**src/ede_pkg.sv**
```systemverilog
// Shared codes, field types and the cell control struct of the edit distance engine.
package ede_pkg;

	localparam int KIND_W = 2;
	localparam int SYM_W  = 8;
	localparam int DIST_W = 7;

	typedef logic [KIND_W-1:0] kind_t;
	typedef logic [SYM_W-1:0]  sym_t;
	typedef logic [DIST_W-1:0] dist_t;

	localparam kind_t KIND_APPEND = 2'd0;
	localparam kind_t KIND_FEED   = 2'd1;
	localparam kind_t KIND_EMIT   = 2'd2;
	localparam kind_t KIND_CLEAR  = 2'd3;

	typedef struct packed {
		logic restart;
		logic load_sym;
	} cell_ctrl_t;

endpackage

```
**src/ede_cell.sv**
```systemverilog
// One cell of the systolic row: holds a first-string byte and one column entry.
module ede_cell #(
	parameter int IDX = 1,
	parameter int DW  = 7
) (
	input  logic               clk,
	input  logic               arst_n,
	input  ede_pkg::cell_ctrl_t ctrl,
	input  ede_pkg::sym_t      load_val,
	input  logic               prev_valid,
	input  ede_pkg::sym_t      prev_sym,
	input  logic [DW-1:0]      prev_new,
	input  logic [DW-1:0]      prev_old,
	output logic               nxt_valid,
	output ede_pkg::sym_t      nxt_sym,
	output logic [DW-1:0]      nxt_new,
	output logic [DW-1:0]      nxt_old,
	output logic [DW-1:0]      entry_val
);
	import ede_pkg::*;

	sym_t          sym_q;
	logic [DW-1:0] d_q;
	logic          nxt_valid_q;
	sym_t          nxt_sym_q;
	logic [DW-1:0] nxt_new_q;
	logic [DW-1:0] nxt_old_q;

	logic          cost;
	logic [DW:0]   up_cost;
	logic [DW:0]   left_cost;
	logic [DW:0]   diag_cost;
	logic [DW:0]   min_ul;
	logic [DW:0]   min_all;

	// Unit-cost recurrence: deletion from above, insertion from the left
	// neighbor's new value, substitution from its old value.
	always_comb begin
		cost      = (sym_q != prev_sym);
		up_cost   = {1'b0, d_q} + {{DW{1'b0}}, 1'b1};
		left_cost = {1'b0, prev_new} + {{DW{1'b0}}, 1'b1};
		diag_cost = {1'b0, prev_old} + {{DW{1'b0}}, cost};
		min_ul    = (up_cost < left_cost) ? up_cost : left_cost;
		min_all   = (min_ul < diag_cost) ? min_ul : diag_cost;
	end

	always_ff @(posedge clk) begin
		if (ctrl.load_sym) begin
			sym_q <= load_val;
		end
	end

	always_ff @(posedge clk or negedge arst_n) begin
		if (!arst_n) begin
			d_q         <= DW'(IDX);
			nxt_valid_q <= 1'b0;
		end else if (ctrl.restart) begin
			d_q         <= DW'(IDX);
			nxt_valid_q <= 1'b0;
		end else begin
			nxt_valid_q <= prev_valid;
			if (prev_valid) begin
				d_q <= min_all[DW-1:0];
			end
		end
	end

	always_ff @(posedge clk) begin
		if (prev_valid) begin
			nxt_sym_q <= prev_sym;
			nxt_new_q <= min_all[DW-1:0];
			nxt_old_q <= d_q;
		end
	end

	assign nxt_valid = nxt_valid_q;
	assign nxt_sym   = nxt_sym_q;
	assign nxt_new   = nxt_new_q;
	assign nxt_old   = nxt_old_q;
	assign entry_val = d_q;

endmodule

```
**config.mk**
```make
export PLATFORM = sky130hd
export DESIGN_NAME = ede_cell
export DESIGN_NICKNAME = d
export VERILOG_FILES = /design/src/ede_pkg.sv /design/src/ede_cell.sv
export SDC_FILE = /design/constraint.sdc
export NUM_CORES = 1
export LEC_CHECK = 0
export BUFFER_PORTS_ARGS = -buffer_cell sky130_fd_sc_hd__buf_2
export CORE_ASPECT_RATIO = 0.6
export CORE_MARGIN = 2
export CORE_UTILIZATION = 55
export CTS_CLUSTER_DIAMETER = 30
export DETAILED_ROUTE_END_ITERATION = 16
export PLACE_DENSITY = 0.92
export SETUP_SLACK_MARGIN = 0.5
export SYNTH_ARGS = -nofsm -noshare
export SYNTH_HDL_FRONTEND = slang
export SYNTH_SLANG_ARGS = --single-unit
```
**constraint.sdc**
```tcl
create_clock -name clk -period 8.9 [get_ports clk]
set_clock_uncertainty 0.1 [all_clocks]
set_input_delay 0.445 -clock clk [delete_from_list [all_inputs] [get_ports clk]]
set_output_delay 0.445 -clock clk [all_outputs]
set_load 0.01 [all_outputs]
```
==> impl_metrics.csv <==
group,metric,value,unit
hold_path,min_to,"sym_q[1]",
worst_setup_path,reg2reg_to,"nxt_new[0]",
flow_run,max_cap_viol_count,0,
worst_setup_path,worstPathArrival,4.60,ns
outcome,outcome,"completed",
floorplan,start_util,56.2,%
worst_setup_path,max_stage_delay,0.61,ns
worst_setup_path,cp.required,8.85,ns
cts,cts_max_path_buffers,2,
floorplan,num_rows,18,
routing,dr.pass1.iters,5,
synthesis,synthFlopType,"edfxtp_1",
timing,fin_setup_tns,0,ns
synthesis,yosysUniqueCellTypes,37,
floorplan,io-pin-count,65,
timing,max_freq,215,MHz
synthesis,netlist.area_leader.share,39.8,%
cells_and_area,utilization,67.9,%
worst_setup_path,critPathSlowestCell,"dfstp_2",
power_and_ir_drop,finalPower,0.756,mW
global_routing,grt.total_usage,25.8,%
synthesis,ys_seq_area_share,48.7,%
cts,cts_sinks,38,
synthesis,synth_warnings,0,
worst_setup_path,r2r_start,"entry_val[0]",
timing,slew_viol_final,0,
cells_and_area,nets,321,
routing,drtIter0Drc,255,
cells_and_area,diodes,0,
synthesis,syn_area,2260,um2
placed_design,place_congestion,0.972,
power_and_ir_drop,leakage,1.27,nW
synthesis,async_flop_share,21.1,%
hold_path,hold_start,"load_val[1]",
worst_setup_path,path_delay_family,"compound AO/OA/AOI/OAI gates",
worst_setup_path,cp_max_fo,9,
timing,finalHoldViolations,0,
worst_setup_path,critical_path_class,"reg -> reg",
timing,fin_crit_sh,52.2,%
timing,tightest_slew,0.619,ns
cts,htreeDepth,2,
cells_and_area,area_growth_syn_to_layout,20.9,%
global_routing,grt_overflow_total,0,
floorplan,die-area,4660,um2
routing,vias,1898,
worst_setup_path,critPathBufInv,1,
routing,wl_per_cell,18.0,um
timing,rsz0062_at_grt,"false",
routing,viasPerCell,5.95,
cts,cts_made_buffers,5,
cells_and_area,drive_gt1_share,29.4,%
power_and_ir_drop,p_per_area,276,nW/um2
timing,slew_headroom,58.4,%
cts,cts_resized,0,
synthesis,synth-seq-cells,38,
synthesis,syn_area_per_cell,11.5,um2
routing,drtAntennaViolNets,0,
synthesis,syn_nets,250,
worst_setup_path,path_cells,"nand3_1 > nor2_1 > xnor2_1 > inv_1 > ha_1 > a21oi_1 > o21ai_0 > a31oi_4 > mux2_2 > ha_1 > a21o_1 > a21o_1 > a21oi_1 > o21ai_1 > nor2_4 > mux2_4",
floorplan,die-width,86.8,um
cts,cts_tree,"built",
global_routing,grt_pass1_vias,1675,
synthesis,synth.largest_area_cell,"edfxtp_1",
placed_design,placed_cell_area,2640,um2
floorplan,core_area,4030,um2
placed_design,portBuffers,64,
placed_design,hpwl,4.41,mm
timing,setup_viol,0,
cells_and_area,fin_area,2740,um2
timing,setup_ws,4.25,ns
worst_setup_path,ff2ff_path_depth,16,
cts,cts_root_buf,"clkbuf_8",
synthesis,yosys-top-cells-area,"edfxtp_1 40%, ha_1 9.9%, dfrtp_1 7.7%, xor2_1 5.8%, nand3_1 3.1%",
worst_setup_path,cp-end-kind,"flip-flop",
routing,drc_errors,0,
worst_setup_path,regToRegSetupSlack,4.25,ns
cts,clkLatencyLatePin,0.30,ns
hold_path,min_path_cells,1,
routing,routed_wl,5.74,mm
global_routing,grt_max_degree,33,
global_routing,grt_pass1_wl,8.69,mm
power_and_ir_drop,peakVddDrop,0.137,mV
hold_path,hold_path_class,"in -> reg",
synthesis,synth-edff-count,30,
synthesis,syn_inst,197,
worst_setup_path,start_kind,"flip-flop",
placed_design,pre_cts_ws,4.32,ns
cts,clkTransAtPathRegs,0.07,ns
global_routing,grt_antenna_before_repair,0,
timing,fin_crit,4.65,ns
floorplan,die_h,53.7,um
-- timing repair --
action                                 in CTS  in global routing
hold buffers                                1                  0
setup buffers                               0                  0
endpoints found under the hold margin       7                  0
-- how the worst max path moves through the flow --
stage,startpoint,to,slack [ns],depth (start not counted)
final,entry_val[0],nxt_new[0],4.25,16
after global routing,entry_val[0],nxt_new[0],3.91,16
after CTS,entry_val[0],nxt_new[0],4.29,16
after detailed placement,entry_val[0],nxt_new[0],4.32,16
after global placement,entry_val[0],nxt_new[0],4.36,16
after floorplan,entry_val[0],nxt_new[0],4.76,16
-- sequential cells by signal, indices dropped and copies added (netlist names) --
register / cells
nxt_sym: 8
entry_val: 7
sym_q: 8
nxt_old: 7
nxt_valid: 1
nxt_new: 7
-- metal layers --
metal | up-vias | share of wire (%) | wire length [um] | GRT usage (%)
li1 | 893 | - | - | -
met1 | 884 | 46 | 2670 | 38.4
met2 | 111 | 42 | 2380 | 35.0
met3 | 10 | 11 | 613 | 9.20
met4 | 0 | 1.3 | 76 | 7.55
met5 | - | 0 | 0 | 0
-- power breakdown --
part | leakage [nW] | internal, mW | switching [mW]
clock network | 0.0416 | 0.0535 | 0.0607
logic | 0.820 | 0.147 | 0.213
registers | 0.404 | 0.251 | 0.0312
-- through the flow --
stage	hold WS [ns]	instances
after floorplan	0.0494	197
after global placement	0.195	310
after detailed placement	0.190	310
after CTS	0.214	319
after global routing	0.204	319
final	0.218	319
-- cells in the mapped netlist (3+ instances only) --
cell / number
nor4_1: 3
dfrtp_1: 7
nor2_1: 11
a21oi_1: 5
xnor2_1: 8
nand3_1: 14
o21a_1: 7
nand2_1: 14
nand4_1: 6
a21o_1: 3
mux2i_1: 6
ha_1: 18
xor2_1: 15
o21ai_0: 8
edfxtp_1: 30
o311ai_1: 5
inv_1: 10
nand3b_1: 5
-- cells by family (layout without fill, tap and decap cells) --
logic type | after synthesis | after routing | synth area share [%]
AND/OR/NAND/NOR | 60 | 60 | 13.5
AO/OA/AOI/OAI | 39 | 39 | 13.3
flip-flops | 38 | 38 | 48.7
XOR/XNOR | 23 | 23 | 8.90
adder cells (fa/ha/maj) | 18 | 18 | 9.94
buffers and inverters | 11 | 83 | 1.88
multiplexers | 8 | 8 | 3.81
-- layout make-up --
class | instances | area, um2
flip-flops and latches | 38 | 1100
inverters | 10 | 37.5
repair buffers | 65 | 330
well taps | 50 | 62.6
clock inverters | 3 | 16.3
fillers | 303 | 1290
clock buffers | 5 | 68.8
multi-input cells | 148 | 1120
-- cells in the final DEF, fill, tap and decap left out, types with 7 or more instances in the layout --
master	instances
dfrtp_1	7
edfxtp_1	30
nand2_1	14
o21a_1	7
xor2_1	15
ha_1	18
buf_2	64
nor2_1	11
o21ai_0	8
xnor2_1	8
nand3_1	14
inv_1	10
Note: power is estimated with default switching activity, not from simulation.
